$ cat config.mk
export PLATFORM = sky130hd
export DESIGN_NAME = qas_front
export DESIGN_NICKNAME = d
export VERILOG_FILES = /design/src/hw/rtl/qas_pkg.sv /design/src/hw/rtl/qas_front.sv
export SDC_FILE = /design/constraint.sdc
export NUM_CORES = 1
export LEC_CHECK = 0
export ABC_AREA = 0
export BUFFER_PORTS_ARGS = -buffer_cell sky130_fd_sc_hd__buf_4
export CAP_MARGIN = 10
export CORE_MARGIN = 5
export CORE_UTILIZATION = 25
export CTS_BUF_LIST = sky130_fd_sc_hd__clkbuf_4 sky130_fd_sc_hd__clkbuf_8
export CTS_CLUSTER_SIZE = 16
export DETAILED_ROUTE_END_ITERATION = 8
export PLACE_DENSITY_LB_ADDON = 0.15
export SLEW_MARGIN = 20
export SYNTH_ARGS = -nofsm -noshare
export SYNTH_HDL_FRONTEND = slang
export SYNTH_SLANG_ARGS = --single-unit
$ cat constraint.sdc
create_clock -name clk -period 2.7 [get_ports clk]
set_input_delay 0.405 -clock clk [delete_from_list [all_inputs] [get_ports clk]]
set_output_delay 0.405 -clock clk [all_outputs]
set_load 0.01 [all_outputs]
$ cat src/hw/rtl/qas_pkg.sv
// Shared types, constants and the quadrant lookup for the quarter-tile selector.
// No dependencies; every other file in hw/rtl refers to it by scoped names.
package qas_pkg;

  // Map store geometry
  localparam int MAX_COLS = 64;
  localparam int MAX_ROWS = 64;
  localparam int COL_W    = $clog2(MAX_COLS);
  localparam int ROW_W    = $clog2(MAX_ROWS);
  localparam int DIM_W    = 7;

  // Queue between front and back
  localparam int QUEUE_DEPTH = 2;

  // Item kinds
  localparam logic KIND_WRITE = 1'b0;
  localparam logic KIND_QUERY = 1'b1;

  // Configuration register indexes
  localparam int          CFG_IDX_W      = 4;
  localparam logic [3:0]  REG_MAP_WIDTH  = 4'd0;
  localparam logic [3:0]  REG_MAP_HEIGHT = 4'd1;

  // Raw map code that marks a wall
  localparam logic [7:0] WALL_CODE = 8'h31;

  // Quadrant numbers
  localparam logic [1:0] QUAD_TL = 2'd0;
  localparam logic [1:0] QUAD_TR = 2'd1;
  localparam logic [1:0] QUAD_BL = 2'd2;
  localparam logic [1:0] QUAD_BR = 2'd3;

  // Table column selectors
  localparam logic [2:0] SEL_NONE   = 3'd0;
  localparam logic [2:0] SEL_FULL   = 3'd1;
  localparam logic [2:0] SEL_CORNER = 3'd2;
  localparam logic [2:0] SEL_VERT   = 3'd3;
  localparam logic [2:0] SEL_HORIZ  = 3'd4;

  localparam logic [4:0] QUAD_TABLE [0:3][0:4] = '{
    '{5'd4,  5'd9,  5'd0, 5'd8,  5'd5},
    '{5'd7,  5'd10, 5'd1, 5'd11, 5'd6},
    '{5'd16, 5'd13, 5'd2, 5'd12, 5'd17},
    '{5'd19, 5'd14, 5'd3, 5'd15, 5'd18}
  };

  // Effective map size as seen by the datapath
  typedef struct packed {
    logic [DIM_W-1:0] width;
    logic [DIM_W-1:0] height;
  } dims_t;

  // One queued work item
  typedef struct packed {
    logic             kind;
    logic [COL_W-1:0] col;
    logic [ROW_W-1:0] row;
    logic             cls;
  } entry_t;

  // Queue status seen by both sides
  typedef struct packed {
    logic full;
    logic empty;
  } q_status_t;

  // Pick a sub-tile index from diagonal, vertical and horizontal sameness
  function automatic logic [4:0] pick_index(input logic [1:0] quad, input logic d,
                                            input logic v, input logic h);
    logic [2:0] sel;
    if (v) begin
      sel = h ? (d ? SEL_FULL : SEL_CORNER) : SEL_VERT;
    end else begin
      sel = h ? SEL_HORIZ : SEL_NONE;
    end
    return QUAD_TABLE[quad][sel];
  endfunction

endpackage

$ cat src/hw/rtl/qas_front.sv
// Front end: configuration registers, item intake and classification.
// Depends on qas_pkg; feeds qas_queue.
module qas_front (
  input  logic                          clk,
  input  logic                          rst,
  input  logic                          in_valid,
  output logic                          in_stall,
  input  logic                          kind,
  input  logic [qas_pkg::COL_W-1:0]     col,
  input  logic [qas_pkg::ROW_W-1:0]     row,
  input  logic [7:0]                    cell_code,
  input  logic                          cfg_valid,
  output logic                          cfg_ready,
  input  logic [qas_pkg::CFG_IDX_W-1:0] cfg_index,
  input  logic [qas_pkg::DIM_W-1:0]     cfg_data,
  input  qas_pkg::q_status_t            q_status,
  output logic                          push,
  output qas_pkg::entry_t               push_entry,
  output qas_pkg::dims_t                dims
);

  logic [qas_pkg::DIM_W-1:0] map_width;
  logic [qas_pkg::DIM_W-1:0] map_height;
  logic                      in_range;

  // Write configuration registers
  assign cfg_ready = 1'b1;

  always_ff @(posedge clk) begin
    if (rst) begin
      map_width  <= qas_pkg::DIM_W'(qas_pkg::MAX_COLS);
      map_height <= qas_pkg::DIM_W'(qas_pkg::MAX_ROWS);
    end else if (cfg_valid) begin
      case (cfg_index)
        qas_pkg::REG_MAP_WIDTH:  map_width  <= cfg_data;
        qas_pkg::REG_MAP_HEIGHT: map_height <= cfg_data;
        default: ;
      endcase
    end
  end

  // Clamp the registers to the store size, zero acting as one
  always_comb begin
    if (map_width == '0) begin
      dims.width = qas_pkg::DIM_W'(1);
    end else if (map_width > qas_pkg::DIM_W'(qas_pkg::MAX_COLS)) begin
      dims.width = qas_pkg::DIM_W'(qas_pkg::MAX_COLS);
    end else begin
      dims.width = map_width;
    end
    if (map_height == '0) begin
      dims.height = qas_pkg::DIM_W'(1);
    end else if (map_height > qas_pkg::DIM_W'(qas_pkg::MAX_ROWS)) begin
      dims.height = qas_pkg::DIM_W'(qas_pkg::MAX_ROWS);
    end else begin
      dims.height = map_height;
    end
  end

  // Classify: drop queries that fall outside the map
  assign in_stall = q_status.full;
  assign in_range = (qas_pkg::DIM_W'(col) < dims.width) &&
                    (qas_pkg::DIM_W'(row) < dims.height);
  assign push     = in_valid && !in_stall && ((kind == qas_pkg::KIND_WRITE) || in_range);

  assign push_entry.kind = kind;
  assign push_entry.col  = col;
  assign push_entry.row  = row;
  assign push_entry.cls  = (cell_code == qas_pkg::WALL_CODE);

endmodule

# ---- Word level (Yosys, flattened, before mapping)
# Index checks and enable logic that the tools add are counted.
dict set report op_classes {
  mux 4
  eq_ne 2
  bitwise 1
  order_cmp 4
  reduce_logical 10
}
# operator count
set op_table {}
lappend op_table {{$mux W7} 4}
lappend op_table {{$gt A7 B7 Y1 const B} 2}
lappend op_table {{$logic_not A7 Y1} 2}
lappend op_table {{$lt A6 B7 Y1} 2}
lappend op_table {{$eq A8 B6 Y1 const B} 1}
lappend op_table {{$eq A4 B1 Y1 const B} 1}
lappend op_table {{$logic_not A4 Y1} 1}
lappend op_table {{$reduce_and A2 Y1} 2}
lappend op_table {{$logic_and A1 B1 Y1} 3}
lappend op_table {{$logic_not A1 Y1} 1}
lappend op_table {{$logic_or A1 B1 Y1} 1}
lappend op_table {{$not A1 Y1} 1}
dict set report word_totals {
  input_bits 38
  reg_bits 14
  wordCells 23
  output_inout_bits 31
}

# ---- Depth between registers and ports, before layout
dict set report depth {
  ltp_word 7
  depth_mapped 7
  depth_no_buf 6
}

# ---- Worst setup path before layout
# OpenSTA, ideal clock, no wires.
dict set report synth_timing {
  path_kind {register to output}
  from {reg map_width[3] (netlist bit)}
  to {out push}
  path_slack_ns 0.587
  path_buffers 0
  required_time_ns 2.295
  path_stages_with_launch 6
  arrival_ns 1.708
  cell_sequence {dfxtp_1 or4_4 o32ai_2 a221o_1 o221ai_2 a221oi_2}
}
# item line
set synth_rtl {}
lappend synth_rtl {{start: declaration} qas_front.sv:22} ;# logic [qas_pkg::DIM_W-1:0] map_width;
lappend synth_rtl {{start signal: assignment} qas_front.sv:31} ;# map_width <= qas_pkg::DIM_W'(qas_pkg::MAX_COLS);
lappend synth_rtl {{start signal: assignment} qas_front.sv:35} ;# qas_pkg::REG_MAP_WIDTH: map_width <= cfg_data;
lappend synth_rtl {{end: declaration} qas_front.sv:17} ;# output logic push,

# ---- Final worst setup path
dict set report layout_timing {
  from {reg map_height[6] (netlist bit)}
  to {out push}
}
dict set report layout_via {
  elab_chain_cells 7
  elab_cells_between_ends 8
  cone_classes {order compare (2); mux (2); reduce/logical (4)}
}
# item line
set layout_lines {}
lappend layout_lines {{start: declaration} qas_front.sv:23} ;# logic [qas_pkg::DIM_W-1:0] map_height;
lappend layout_lines {{start signal: assignment} qas_front.sv:32} ;# map_height <= qas_pkg::DIM_W'(qas_pkg::MAX_ROWS);
lappend layout_lines {{start signal: assignment} qas_front.sv:36} ;# qas_pkg::REG_MAP_HEIGHT: map_height <= cfg_data;
lappend layout_lines {{$gt A7 B7 Y1} qas_front.sv:53} ;# end else if (map_height > qas_pkg::DIM_W'(qas_pkg::MAX_ROWS)) begin
lappend layout_lines {{$mux W7} qas_front.sv:53}
lappend layout_lines {{$mux W7 (*)} qas_front.sv:51} ;# if (map_height == '0) begin
lappend layout_lines {{$lt A6 B7 Y1 (*)} qas_front.sv:63} ;# (qas_pkg::DIM_W'(row) < dims.height);
lappend layout_lines {{$logic_and A1 B1 Y1 (*)} qas_front.sv:62} ;# assign in_range = (qas_pkg::DIM_W'(col) < dims.width) &&
lappend layout_lines {{$logic_or A1 B1 Y1 (*)} qas_front.sv:64} ;# assign push = in_valid && !in_stall && ((kind == qas_pkg::KIND_WRITE) || in_range);
lappend layout_lines {{$logic_and A1 B1 Y1 (*)} qas_front.sv:64}
# Mark *: on every way between the ends. The rest lies on a longest branch, timed or not.

==> results.ini <==
[logic_synthesis]
syn_area_per_cell_um2 = 8.62
synth_top_family_by_area = simple AND/OR/NAND/NOR gates
ys_top_cells_by_area = dfxtp_1, ha_1, mux2i_1, buf_4, nand2b_1
ys_ff_latch = 14
synthSimpleGateAreaFrac_pct = 21.0
synth_nets = 173
yosys_most_used_dff = dfxtp_1
synthTopCellsByCount = buf_4, nor2_1, dfxtp_1, inv_1, mux2i_1
synth_cells = 125
synth_top_area_share_pct = 26.0
synth_fa_ha_area_share_pct = 11.6
syn_area_mm2 = 0.00108
synth_top_area_cell = dfxtp_1
synth_edf_count = 0
synth_mux_area_share_pct = 11.1
synthArstFlopShare_pct = 0
ys_seq_area_share_pct = 26.0
synth.distinct_cells = 32
synth_compound_area_share_pct = 12.9
yosys_warnings = 0
synth-xor-area-share_pct = 0

[route]
drtIter0Drc = 15
vias_per_cell = 4.44
antenna_left = 0
drc = 0
drt-total-wl_mm = 2.79
wl_per_cell_um = 12.5
first_pass_iters = 3
vias = 995

[status]
status = completed

[placement]
place_ws_ns = 0.434
dpl.hpwl_mm = 2.44
port_buffers = 66
gp_congestion = 0.652

[cells_and_area]
diodes = 0
nNetsFinal = 224
layout-drive-gt1-share_pct = 43.1
area_growth_syn_to_layout_pct = 43.2

[power_and_ir_drop]
leakage_nw = 0.818
irDropWorstVdd_mv = 0.205
total_power_mw = 0.492
powerDensity_mw_per_mm2 = 319

[sta]
worst_slew_pin_slew_ns = 0.638
post-route-min-period_ns = 2.49
finalHoldViolations = 0
slew_violations = 0
setup_ws_ns = 0.208
min_period_over_period_pct = 92.3
rsz0062_at_grt = no
max_freq_mhz = 401
setup_viol = 0
slew_headroom_pct = 57.2
skew_ns = 0
fin_tns_setup_ns = 0

[global_routing]
grt_usage_pct = 9.16
antenna_found_initial = 0
grt_pass1_wl_mm = 4.09
grt_max_degree = 15
first_global_vias = 925
grt_overflow = 0

[die]
dieArea_mm2 = 0.00572
rows = 23
die_w_um = 75.6
coreArea_mm2 = 0.00409
die_height_um = 75.6
pin_count = 69
start_util_pct = 26.4

[clocking]
cts.repair.resized = 0
cts_root_buffer = clkbuf_8
cts_max_path_buffers = 2
cts_tree = done
clkSinkCount = 14
htree_levels = 1
numCtsBuffers = 3
post-cts-setup-buffers = 0
clk_latency_ns = 0.24
clk_pin_slew_ns = 0.06
cts_hold_buffers = 0

[setup_path]
endpoint_kind = output port
crit_arrival_ns = 2.09
max_stage_delay_ns = 0.54
cp_top_family = compound AO/OA/AOI/OAI gates
crit_chain = nand2b_1 -> ha_1 -> o21a_1 -> a211oi_1 -> o21bai_1 -> a221oi_2 -> buf_4
crit_path_max_fanout = 11
worstSetupPathType = reg2out
startpoint_type = flop
crit_buf_inv = 1
cp.required_ns = 2.30
worst_path_max_delay_cell = dfxtp_1
r2r_setup_slack_ns = 1.72

[job]
max_cap_violations = 0

[hold_path]
min_path_type = in2reg

## report_power, final
part | internal, mW | switching [mW]
registers | 0.210 | 0.00369
logic | 0.0668 | 0.0446
clock network | 0.0985 | 0.0692
total | 0.375 | 0.118
## flip-flops by register name (all words and copies together), names as in the netlist
signal / flops
map_height: 7
map_width: 7
## worst register-to-register path, delay by kind of cell (launching register included)
kind | cells | cell delay [ns]
flip-flops | 1 | 0.41
AO/OA/AOI/OAI | 1 | 0.28
AND/OR/NAND/NOR | 1 | 0.18
## placed cells by master (no fill, tap or decap), drive strengths merged
cell type	n
a211o	2
a211oi	2
a21o	2
a21oi	3
a221o	1
a221oi	1
and3	1
buf	66
clkbuf	3
conb	1
dfxtp	14
ha	10
inv	13
mux2i	12
nand2	2
nand2b	11
nand4	1
nand4b	1
nor2	15
nor2b	1
nor3	2
nor4	2
o21a	1
o21ai	1
o21bai	1
o221ai	1
o32ai	1
or2b	1
or4	1
or4b	1
## routing by layer
layer | vias up | share of wire [%] | track usage, %
met1 | 440 | 39 | 11.2
met5 | - | 0 | 0
met3 | 4 | 12 | 1.98
li1 | 511 | - | -
met4 | 0 | 0.97 | 2.91
met2 | 40 | 49 | 15.9
## metrics by stage
step	util, %	instance area, um2	hold slack (ns)	std cells
6_report	37.8	1540	0.376	224
5_1_grt	37.8	1540	0.378	224
4_1_cts	37.8	1540	0.375	224
3_5_place_dp	36.7	1500	0.497	221
3_3_place_gp	36.7	1500	0.488	221
2_1_floorplan	-	1080	0.460	125
## worst paths after layout
kind,startpoint,to,cells after the start
hold / removal,cfg_data[6],map_width[6],2
setup reg to reg,map_width[6],map_width[6],2
setup / recovery,map_height[6],push,7
hold reg to reg,map_width[0],map_width[0],2
## cells by family (layout without fill, tap and decap cells)
family	Yosys count	after routing
AND/OR/NAND/NOR	39	39
buffers and inverters	33	82
AO/OA/AOI/OAI	16	16
flip-flops	14	14
multiplexers	12	12
adder cells (fa/ha/maj)	10	10
other	1	1
## area by class of cell
cell class                      instances  area [um2]
Sequential cell                        14         280
Inverter                               13        48.8
Timing Repair Buffer                   66         495
Tap cell                               50        62.6
Clock buffer                            3        41.3
Fill cell                             432        2540
Multi-Input combinational cell         78         614
Power figures use the tool's default switching activity.
