**src/hw/rtl/qas_pkg.sv**
```systemverilog
// Shared types, constants and the quadrant lookup for the quarter-tile selector.
// No dependencies; every other file in hw/rtl refers to it by scoped names.
package qas_pkg;

  // Map store geometry
  localparam int MAX_COLS = 64;
  localparam int MAX_ROWS = 64;
  localparam int COL_W    = $clog2(MAX_COLS);
  localparam int ROW_W    = $clog2(MAX_ROWS);
  localparam int DIM_W    = 7;

  // Queue between front and back
  localparam int QUEUE_DEPTH = 2;

  // Item kinds
  localparam logic KIND_WRITE = 1'b0;
  localparam logic KIND_QUERY = 1'b1;

  // Configuration register indexes
  localparam int          CFG_IDX_W      = 4;
  localparam logic [3:0]  REG_MAP_WIDTH  = 4'd0;
  localparam logic [3:0]  REG_MAP_HEIGHT = 4'd1;

  // Raw map code that marks a wall
  localparam logic [7:0] WALL_CODE = 8'h31;

  // Quadrant numbers
  localparam logic [1:0] QUAD_TL = 2'd0;
  localparam logic [1:0] QUAD_TR = 2'd1;
  localparam logic [1:0] QUAD_BL = 2'd2;
  localparam logic [1:0] QUAD_BR = 2'd3;

  // Table column selectors
  localparam logic [2:0] SEL_NONE   = 3'd0;
  localparam logic [2:0] SEL_FULL   = 3'd1;
  localparam logic [2:0] SEL_CORNER = 3'd2;
  localparam logic [2:0] SEL_VERT   = 3'd3;
  localparam logic [2:0] SEL_HORIZ  = 3'd4;

  localparam logic [4:0] QUAD_TABLE [0:3][0:4] = '{
    '{5'd4,  5'd9,  5'd0, 5'd8,  5'd5},
    '{5'd7,  5'd10, 5'd1, 5'd11, 5'd6},
    '{5'd16, 5'd13, 5'd2, 5'd12, 5'd17},
    '{5'd19, 5'd14, 5'd3, 5'd15, 5'd18}
  };

  // Effective map size as seen by the datapath
  typedef struct packed {
    logic [DIM_W-1:0] width;
    logic [DIM_W-1:0] height;
  } dims_t;

  // One queued work item
  typedef struct packed {
    logic             kind;
    logic [COL_W-1:0] col;
    logic [ROW_W-1:0] row;
    logic             cls;
  } entry_t;

  // Queue status seen by both sides
  typedef struct packed {
    logic full;
    logic empty;
  } q_status_t;

  // Pick a sub-tile index from diagonal, vertical and horizontal sameness
  function automatic logic [4:0] pick_index(input logic [1:0] quad, input logic d,
                                            input logic v, input logic h);
    logic [2:0] sel;
    if (v) begin
      sel = h ? (d ? SEL_FULL : SEL_CORNER) : SEL_VERT;
    end else begin
      sel = h ? SEL_HORIZ : SEL_NONE;
    end
    return QUAD_TABLE[quad][sel];
  endfunction

endpackage

```
**src/hw/rtl/qas_queue.sv**
```systemverilog
// Short FIFO of classified items between the front end and the back end.
// Depends on qas_pkg for the entry type and depth.
module qas_queue (
  input  logic               clk,
  input  logic               rst,
  input  logic               push,
  input  qas_pkg::entry_t    push_entry,
  input  logic               pop,
  output qas_pkg::entry_t    head,
  output qas_pkg::q_status_t q_status
);

  localparam int PTR_W = (qas_pkg::QUEUE_DEPTH > 1) ? $clog2(qas_pkg::QUEUE_DEPTH) : 1;
  localparam int CNT_W = $clog2(qas_pkg::QUEUE_DEPTH + 1);

  qas_pkg::entry_t  slots [qas_pkg::QUEUE_DEPTH];
  logic [PTR_W-1:0] wr_ptr;
  logic [PTR_W-1:0] rd_ptr;
  logic [CNT_W-1:0] count;

  assign q_status.full  = (count == CNT_W'(qas_pkg::QUEUE_DEPTH));
  assign q_status.empty = (count == '0);
  assign head           = slots[rd_ptr];

  // Store pushed entries
  always_ff @(posedge clk) begin
    if (push) begin
      slots[wr_ptr] <= push_entry;
    end
  end

  // Advance pointers and count
  always_ff @(posedge clk) begin
    if (rst) begin
      wr_ptr <= '0;
      rd_ptr <= '0;
      count  <= '0;
    end else begin
      if (push) begin
        wr_ptr <= (wr_ptr == PTR_W'(qas_pkg::QUEUE_DEPTH - 1)) ? '0 : wr_ptr + PTR_W'(1);
      end
      if (pop) begin
        rd_ptr <= (rd_ptr == PTR_W'(qas_pkg::QUEUE_DEPTH - 1)) ? '0 : rd_ptr + PTR_W'(1);
      end
      if (push && !pop) begin
        count <= count + CNT_W'(1);
      end else if (pop && !push) begin
        count <= count - CNT_W'(1);
      end
    end
  end

endmodule

```
**config.mk**
```make
export PLATFORM = sky130hd
export DESIGN_NAME = qas_queue
export DESIGN_NICKNAME = d
export VERILOG_FILES = /design/src/hw/rtl/qas_pkg.sv /design/src/hw/rtl/qas_queue.sv
export SDC_FILE = /design/constraint.sdc
export NUM_CORES = 1
export LEC_CHECK = 0
export BUFFER_PORTS_ARGS = -buffer_cell sky130_fd_sc_hd__buf_2
export CAP_MARGIN = 20
export CORE_ASPECT_RATIO = 1.2
export CORE_MARGIN = 3
export CORE_UTILIZATION = 50
export CTS_CLUSTER_DIAMETER = 120
export DETAILED_ROUTE_END_ITERATION = 8
export GPL_TIMING_DRIVEN = 0
export MAX_ROUTING_LAYER = met4
export PLACE_DENSITY = 0.77
export SLEW_MARGIN = 20
export SYNTH_ARGS = -nofsm -noshare
export SYNTH_HDL_FRONTEND = slang
export SYNTH_SLANG_ARGS = --single-unit
```
**constraint.sdc**
```tcl
create_clock -name clk -period 1.85 [get_ports clk]
set_clock_uncertainty 0.1 [all_clocks]
set_input_delay 0.0925 -clock clk [delete_from_list [all_inputs] [get_ports clk]]
set_output_delay 0.0925 -clock clk [all_outputs]
set_load 0.02 [all_outputs]
```
Yosys cells after proc, flatten, opt, wreduce, memory -nomap -nowiden
Memory sizes are Yosys's and may differ from the RTL's. A register that Yosys moved wholly into a read port is not among the register bits.
Cells that the tools add are included.
{"block": "word_totals", "register_bits": 4, "mem_bits_rw": 28, "inputBits": 18, "wordCells": 23, "mem_count": 1}
{"block": "op_classes", "addsub": 4, "eq_ne": 1, "muxes": 8, "reduce_logical": 6}
{"name": "slots", "words": 2, "width": 14, "rd": 1, "rd_ports_with_merged_regs": 1, "wr": 1, "line": "qas_queue.sv:16", "text": "qas_pkg::entry_t slots [qas_pkg::QUEUE_DEPTH];"}
{"operator": "$mux W1", "count": 6}
{"operator": "$mux W2", "count": 2}
{"operator": "$add A1 B1 Y1 const B", "count": 2}
{"operator": "$add A2 B1 Y2 const B", "count": 1}
{"operator": "$eq A2 B2 Y1 const B", "count": 1}
{"operator": "$logic_and A1 B1 Y1", "count": 2}
{"operator": "$logic_not A1 Y1", "count": 2}
{"operator": "$logic_not A2 Y1", "count": 1}
{"operator": "$reduce_bool A2 Y1", "count": 1}
{"operator": "$sub A2 B1 Y2 const B", "count": 1}

Logic depth before layout (Yosys ltp)
Gate-level depths: netlist (run 1).
{"block": "depth", "ltp_word": 4, "mapped_depth": 5, "depth_no_buf": 5}

Worst setup path after synthesis (run 1)
Ideal clock, no wire load.
{"block": "synth_path", "path_kind": "register to register", "from": "register wr_ptr", "to": "memory slots[0][0] (netlist bit), enable pin", "setup_ps": 386, "arrival_time_ps": 977, "t_required_ps": 1364, "path_slack_ps": 387, "stages_incl_launch_ff": 2, "period_less_slack_ps": 1463, "cell_sequence": "dfxtp_1 > nor2b_1"}
{"item": "start, declared", "line": "qas_queue.sv:17", "text": "logic [PTR_W-1:0] wr_ptr;"}
{"item": "start signal, assigned", "line": "qas_queue.sv:40", "text": "wr_ptr <= (wr_ptr == PTR_W'(qas_pkg::QUEUE_DEPTH - 1)) ? '0 : wr_ptr + PTR_W'(1);"}
{"item": "end, declared", "line": "qas_queue.sv:16"}
Straight into the memory's write port.

==> reports/results.ini, run 1 <==
[pwr]
leakagePower_nw=0.650
p_seq_share_pct=58.8
p_int_mw=1.13
ir_drop_v=0.000687
clock_power_share_pct=24.4
power.share.switching_pct=25.1
p_sw_mw=0.377
p_per_area_nw_per_um2=917
combPwrFrac_pct=16.9
power_mw=1.50

[route]
wl_um=2110
vias=717
drc=0
first_pass_iters=3
antenna_left=0
via_per_inst=4.69
wl_per_cell_um=13.8
drtIter0Drc=28

[clock_network]
post_cts.repair.setup_buffers=0
clock-sinks=33
cts_tree=done
clk_latency_ns=0.33
clock_tree.root_cell=clkbuf_4
cts_made_buffers=5
cts_resized=0
h-tree-depth=2
clock_path_buffers=2
clk_pin_slew_worst_paths_ns=0.09

[critical_path]
crit_path_end=head[10]
cp-start-kind=register
worstSetupEndpointType=output port
r2r-start=wr_ptr$_SDFFE_PP0P_
rr_worst_depth=1
critical_path_depth=3
regToRegSetupSlack_ns=0.44
cp.arrival_ns=1.51
r2r-end=slots[1][10]$_DFFE_PP_
critPathKind=reg2out
critPathMaxFanout=10
critPathMaxStageDelay_ns=0.44
critPathSlowestCell=dfxtp_1
critPathTopFamily=flip-flops
crit_buf_inv=2
crit_chain=buf_4 -> mux2_2 -> buf_2
critPathRequiredTime_ns=1.66

[timing]
setup_tns_ns=0
fmax_mhz=587
worst_pin_slew_ns=0.695
setup_violations=0
hold_slack_ns=0.166
period_share_pct=92.1
report.final.slew_viol_count=0
period_needed_ns=1.70
worst_slack_ns=0.147
hold_viol_final=0
slew_headroom_pct=53.5
rsz0062_at_grt=no

[layout]
instances_no_fill=153
drive_gt1_share_pct=46.3
syn_to_final_growth_pct=35.2
layout.nets=141
fillCellCount=151
antenna_cells=0

[logic_synthesis]
synth_compound_area_share_pct=0.825
yosysSeqAreaShare_pct=77.5
synth_top_area_share_pct=69.3
synth.area.top_cells=edfxtp_1 69%, mux2_2 13%, dfxtp_1 8.2%
avgSynthCellArea_um2=18.7
ys.flop_type=edfxtp_1
muxShareOfSynthArea_pct=13.0
async_flop_share_pct=0
ys_warn_count=0
yosys.area.top_type=edfxtp_1
synth_xor_area_share_pct=2.89
synth.distinct_cells=15
syn-cell-area_um2=1210
ys_ff_latch=33
synth_top_family_by_area=multiplexers
synth_adder_area_share_pct=1.03
synth-simple-area-share_pct=3.81
synth_cells=65
synth-edff-count=28
yosysMostFrequentCell=edfxtp_1
synth_common_cells=28 x edfxtp_1, 14 x mux2_2, 5 x dfxtp_1, 5 x nor2_1
synth_nets=84

[status]
status=finished clean

[floorplanning]
rows=18
ios=34
core_area_um2=2180
die_y_um=60.0
die_w_um=51.0
start_util_pct=55.6
die-area_um2=3060

[placement]
dp_hpwl_um=1370
gp_congestion=0.597
io_buffers=33
preCtsSetupSlack_ns=0.409
dp_cells=128

[global_routing]
overflow=0
grt_pass1_wl_um=3370
grt_pass1_vias=770
grt_antenna_before_repair=0
grt_usage_pct=16.8
grt_max_degree=15

[run]
cap_violations=0

[hold_path]
hold_path_class=in2reg

worst min path at each step:
stage                   start                      to  slack (ns)  cells past startpoint
5_1_grt                  push   count[1]$_SDFFE_PP0P_        0.19                      4
4_1_cts                  push   count[0]$_SDFFE_PP0P_        0.13                      4
6_report                 push   count[1]$_SDFFE_PP0P_        0.17                      4
3_5_place_dp   push_entry[12]  slots[1][12]$_DFFE_PP_        0.18                      1
3_3_place_gp    push_entry[0]   slots[0][0]$_DFFE_PP_        0.18                      1
2_1_floorplan             rst   count[1]$_SDFFE_PP0P_        0.06                      1
final cells by class:
type	instances	area [um2]	area share (%)
multi-input cells	30	264	16.1
repair buffers	50	335	20.4
well taps	30	37.5	2.29
plain buffers	1	7.51	0.458
clock buffers	6	41.3	2.52
flip-flops and latches	33	941	57.4
clock inverters	2	10.0	0.610
inverters	1	3.75	0.229
logic make-up (layout without fill, tap and decap cells):
logic type                 after synthesis  count (layout)
DFF                                     33              33
adders and majority gates                1               1
xor gates and xnor gates                 4               4
and+or+nand+nor                          9               9
muxes                                   14              14
AOI/OAI and AO/OA                        2               2
buffers and inverters                    2              60
flip-flops by register name (all words and copies together), names as in the netlist, named ones only:
| register | flops |
|---|---|
| wr_ptr | 1 |
| count | 2 |
| rd_ptr | 1 |
| slots | 28 |
routing by layer:
layer	share of wire [%]	wire length, um	global-route usage [%]
met2	55	1160	28.5
met1	37	772	16.6
met3	6.2	130	3.99
met4	2.5	53	12.7
met5	0	0	-
per-stage QoR:
step           cell area, um2  utilization (%)
2_1_floorplan            1210                -
3_3_place_gp             1420             64.8
3_5_place_dp             1420             64.9
4_1_cts                  1640             75.1
5_1_grt                  1640             75.1
6_report                 1640             75.1
layout by cell type, fill, tap and decap left out:
| master | netlist | layout |
|---|---|---|
| dlygate4sd3_1 | 0 | 17 |
| buf_2 | 0 | 33 |
| xnor2_1 | 2 | 2 |
| inv_1 | 1 | 1 |
| nor2_1 | 5 | 5 |
| clkbuf_4 | 0 | 5 |
| clkinv_2 | 0 | 2 |
| and2_1 | 1 | 1 |
| or3_1 | 1 | 1 |
| mux2_2 | 14 | 14 |
| dfxtp_1 | 5 | 5 |
| xor2_1 | 2 | 2 |
| edfxtp_1 | 28 | 28 |
| a21oi_1 | 1 | 1 |
| and2b_2 | 1 | 1 |
| o21ai_0 | 1 | 1 |
| nor2b_2 | 0 | 1 |
| buf_4 | 1 | 1 |
| ha_1 | 1 | 1 |
| clkbuf_1 | 0 | 1 |
timing repair:
| action | 4_1_cts | 5_1_grt |
|---|---|---|
| endpoints found under the setup margin | 0 | 0 |
| hold buffers | 17 | 0 |
| hold endpoints to repair | 33 | 0 |
worst min-delay path: stages:
cell     delay [ns]
buf_2          0.12
ha_1           0.18
or3_1          0.11
a21oi_1        0.06
power by group through the flow:
stage               Combinational [mW]  Sequential (mW)  Clock, mW
floorplan                        0.149            0.894          0
global placement                 0.219            0.897          0
detailed placement               0.226            0.902          0
CTS                              0.256            0.884      0.379
global route                     0.273            0.891      0.404
finish                           0.254            0.884      0.367
No activity file was read; power rests on OpenSTA's default activity.
==> inputs of run 2 (changes only) <==
--- a/config.mk
+++ b/config.mk
@@ -7,14 +7,15 @@
 export LEC_CHECK = 0
 export BUFFER_PORTS_ARGS = -buffer_cell sky130_fd_sc_hd__buf_2
 export CAP_MARGIN = 20
+export CELL_PAD_IN_SITES_DETAIL_PLACEMENT = 0
+export CELL_PAD_IN_SITES_GLOBAL_PLACEMENT = 1
 export CORE_ASPECT_RATIO = 1.2
 export CORE_MARGIN = 3
-export CORE_UTILIZATION = 50
+export CORE_UTILIZATION = 41
 export CTS_CLUSTER_DIAMETER = 120
 export DETAILED_ROUTE_END_ITERATION = 8
 export GPL_TIMING_DRIVEN = 0
-export MAX_ROUTING_LAYER = met4
-export PLACE_DENSITY = 0.77
+export PLACE_DENSITY_LB_ADDON = 0.25
 export SLEW_MARGIN = 20
 export SYNTH_ARGS = -nofsm -noshare
 export SYNTH_HDL_FRONTEND = slang
==> reports/results.ini, run 2 (same netlist as run 1, synthesis figures left out) <==
[clock_network]
clk_pin_slew_worst_paths_ns=0.09
clock_tree.root_cell=clkbuf_4
cts_resized=0
clock-sinks=33
post_cts.repair.setup_buffers=0
clk_latency_ns=0.32
holdBufCountCts=17
h-tree-depth=2
cts_tree=done
cts_made_buffers=5
clock_path_buffers=2

[run]
cap_violations=0

[hold_path]
hold_path_class=in2reg
min_delay_path_depth=4

[timing]
slew_headroom_pct=51.0
fmax_mhz=595
report.final.slew_viol_count=0
hold_slack_ns=0.153
period_needed_ns=1.68
period_share_pct=90.9
rsz0062_at_grt=no
worst_pin_slew_ns=0.732
hold_viol_final=0
setup_violations=0
setup_tns_ns=0
worst_slack_ns=0.169

[critical_path]
cp.arrival_ns=1.49
crit_chain=buf_4 -> mux2_2 -> buf_2
worstSetupEndpointType=output port
critPathKind=reg2out
critPathMaxFanout=10
critPathTopFamily=flip-flops
cp-start-kind=register
critPathMaxStageDelay_ns=0.43
critPathRequiredTime_ns=1.66
rr_worst_depth=1
crit_buf_inv=2
critical_path_depth=3
critPathSlowestCell=dfxtp_1

[layout]
reg_top3=slots: 28 flops, count: 2 flops
top_register=slots
syn_to_final_growth_pct=35.4
layout_common_cells=33 x buf_2, 28 x edfxtp_1, 17 x dlygate4sd3_1
multi_input_area_um2=264
layout.nets=141
largest_reg_flops=28
register_area_um2=941
drive_gt1_share_pct=44.7
instances_no_fill=157
antenna_cells=0
final_common_cell=buf_2
fillCellCount=227

[route]
drtIter0Drc=12
drc=0
vias=718
via_per_inst=4.57
wl_um=1970
antenna_left=0
first_pass_iters=3
wl_per_cell_um=12.5

[pwr]
power_mw=1.49
leakagePower_nw=0.645
ir_drop_v=0.000610
p_per_area_nw_per_um2=907

[global_routing]
grt_max_degree=15
met2_usage_pct=21.6
use_met1_pct=12.7
grtUsageMet3_pct=4.72
grt_usage_pct=12.4
grt_antenna_before_repair=0
grt-busiest-layer=met2
overflow=0
grt_pass1_vias=745
grt_pass1_wl_um=3280

[floorplanning]
start_util_pct=43.2
rows=21
die_y_um=65.6
die-area_um2=3650
core_area_um2=2810
die_w_um=55.7
ios=34

[placement]
dp_hpwl_um=1310
io_buffers=33
preCtsSetupSlack_ns=0.427
gp_congestion=0.626
dp_cells=132

[status]
status=finished clean

[run 2: cell count changes in the layout (fill, tap and decap cells not counted)]
| cell | previous run | this run |
|---|---|---|
| clkinv_2 | 2 | 0 |
| clkbuf_1 | 1 | 3 |
[run 2: cell type report]
cell class / count / area share [%]
well taps: 34 / 2.59
plain buffers: 1 / 0.457
repair buffers: 50 / 20.4
inverters: 1 / 0.228
multi-input cells: 30 / 16.1
clock buffers: 8 / 2.97
flip-flops and latches: 33 / 57.3
[run 2: power by group]
group          switching (mW)  internal (mW)
clock network           0.206          0.151
logic                   0.131          0.121
registers              0.0207          0.862
total                   0.357           1.13
[run 2: worst min-delay path, delay by kind of cell]
family                   cells  cell delay (ns)
adder cells (fa/ha/maj)      1             0.18
buffers and inverters        1             0.11
XOR/XNOR                     1             0.08
AND/OR/NAND/NOR              1             0.07
[run 2: path summary, 6_finish.rpt]
kind / start / endpoint / slack (ns)
max: register / head[2] / 0.17
min: push / count[0]$_SDFFE_PP0P_ / 0.15
max reg2reg: wr_ptr$_SDFFE_PP0P_ / slots[0][7]$_DFFE_PP_ / 0.44
min reg2reg: count[1]$_SDFFE_PP0P_ / count[1]$_SDFFE_PP0P_ / 0.41
[run 2: metal layers]
metal | vias to the layer above | wire length [um]
met5 | - | 0
met4 | 0 | 34
met3 | 6 | 137
met2 | 21 | 1050
met1 | 335 | 747
li1 | 356 | -
[run 2: stage by stage]
step | util (%) | instance area (um2)
finish | 58.4 | 1640
global route | 58.4 | 1640
CTS | 58.4 | 1640
detailed placement | 50.6 | 1420
global placement | 50.6 | 1420
floorplan | - | 1210
==> inputs of run 3 (changes only) <==
--- a/config.mk
+++ b/config.mk
@@ -15,6 +15,7 @@
 export CTS_CLUSTER_DIAMETER = 120
 export DETAILED_ROUTE_END_ITERATION = 8
 export GPL_TIMING_DRIVEN = 0
+export MAX_ROUTING_LAYER = met4
 export PLACE_DENSITY_LB_ADDON = 0.25
 export SLEW_MARGIN = 20
 export SYNTH_ARGS = -nofsm -noshare
==> constraint.sdc (replaced) <==
create_clock -name clk -period 1.85 [get_ports clk]
set_clock_uncertainty 0.1 [all_clocks]
set_input_delay 0.2775 -clock clk [delete_from_list [all_inputs] [get_ports clk]]
set_output_delay 0.2775 -clock clk [all_outputs]
set_load 0.02 [all_outputs]
==> reports/results.ini, run 3 (same netlist as run 1, synthesis figures left out) <==
[route]
via_per_inst=4.80
antenna_left=0
drc=0
first_pass_iters=2
vias=672
wl_um=1840
wl_per_cell_um=13.2
drtIter0Drc=13

[global_routing]
overflow=0
grt_pass1_wl_um=3040
grt_max_degree=15
grt_pass1_vias=684
grt_usage_pct=12.0
grt_antenna_before_repair=0

[timing]
fmax_mhz=567
rsz0062_at_grt=no
hold_slack_ns=0.0441
setup_violations=0
slew_headroom_pct=50.6
period_share_pct=95.3
period_needed_ns=1.76
worst_pin_slew_ns=0.737
hold_viol_final=0
report.final.slew_viol_count=0

[critical_path]
critPathMaxFanout=10
cp-start-kind=register
critPathKind=reg2out
critPathRequiredTime_ns=1.47
worstSetupEndpointType=output port
cp.arrival_ns=1.39

[layout]
layout.nets=124
largest_reg_flops=28
layout_common_cells=33 x buf_2, 28 x edfxtp_1, 14 x mux2_2
register_area_um2=942
fillCellCount=242
final_common_cell=buf_2
reg_top3=slots: 28 flops, count: 2 flops
instances_no_fill=140
drive_gt1_share_pct=52.8
syn_to_final_growth_pct=21.8
top_register=slots
antenna_cells=0
finalInstanceArea_um2=1480
multi_input_area_um2=264
fin_util_pct=52.6

[placement]
postPlaceCellArea_um2=1420
io_buffers=33
dp_hpwl_um=1310
dp_cells=132
gp_congestion=0.631

[clock_network]
post_cts.repair.setup_buffers=0
clk_pin_slew_worst_paths_ns=0.09
cts_tree=done
clock_path_buffers=2
clk_latency_ns=0.32
cts_made_buffers=5
clock_tree.root_cell=clkbuf_4
clock-sinks=33
h-tree-depth=2

[floorplanning]
die-area_um2=3650
core_area_um2=2810
die_y_um=65.6
start_util_pct=43.2
rows=21
ios=34
die_w_um=55.7

[pwr]
ir_drop_v=0.000613
p_per_area_nw_per_um2=990
leakagePower_nw=0.574
power_mw=1.46

[run]
cap_violations=0

[hold_path]
hold_path_class=in2reg

[status]
status=finished clean

-- run 3: changes by cell type in the layout (fill, tap and decap cells not counted) --
cell           previous run  this run
dfxtp_2                   0         1
buf_4                     1         0
buf_6                     0         1
dlygate4sd3_1            17         0
dfxtp_1                   5         4
-- run 3: critical path: stages, from the launching register on --
cell     delay (ns)
dfxtp_2        0.39
buf_6          0.17
mux2_2         0.34
buf_2          0.16
-- run 3: layout make-up --
class                   count  area share [%]
multi-input cells          30            17.9
inverters                   1           0.254
repair buffers             33            11.2
clock buffers               8            3.30
flip-flops and latches     33            63.8
plain buffers               1           0.762
well taps                  34            2.88
-- run 3: final timing paths --
| check | cells past startpoint | startpoint | endpoint | slack [ns] |
|---|---|---|---|---|
| setup / recovery | 3 | register | head[2] | 0.09 |
| hold / removal | 1 | push_entry[3] | slots[0][3]$_DFFE_PP_ | 0.04 |
| setup reg to reg | 1 | wr_ptr$_SDFFE_PP0P_ | slots[0][12]$_DFFE_PP_ | 0.43 |
| hold reg to reg | 2 | count[1]$_SDFFE_PP0P_ | count[1]$_SDFFE_PP0P_ | 0.41 |
-- run 3: repair_timing --
| action | in CTS | in global routing |
|---|---|---|
| resized for setup | 1 | 1 |
| endpoints found under the setup margin | 10 | 10 |
| hold buffers | 0 | 0 |
-- run 3: power by group --
group          leakage, nW  switching, mW  internal [mW]
Sequential           0.305         0.0210          0.862
Combinational        0.243          0.125         0.0975
Clock               0.0265          0.205          0.151
Total                0.574          0.351           1.11
-- run 3: metal layers --
layer / global-route usage [%] / routed length (um) / up-vias
li1: - / - / 322
met1: 11.4 / 625 / 323
met2: 20.3 / 1040 / 21
met3: 5.11 / 138 / 6
met4: 7.29 / 35 / 0
met5: - / 0 / -
-- run 3: stage by stage --
stage | TNS (ns) | setup WS, ns
global route | 0 | 0.0111
detailed placement | 0 | 0.313
finish | 0 | 0.0872
CTS | 0 | 0.0164
global placement | -0.976 | -0.0699
floorplan | 0 | 0.387
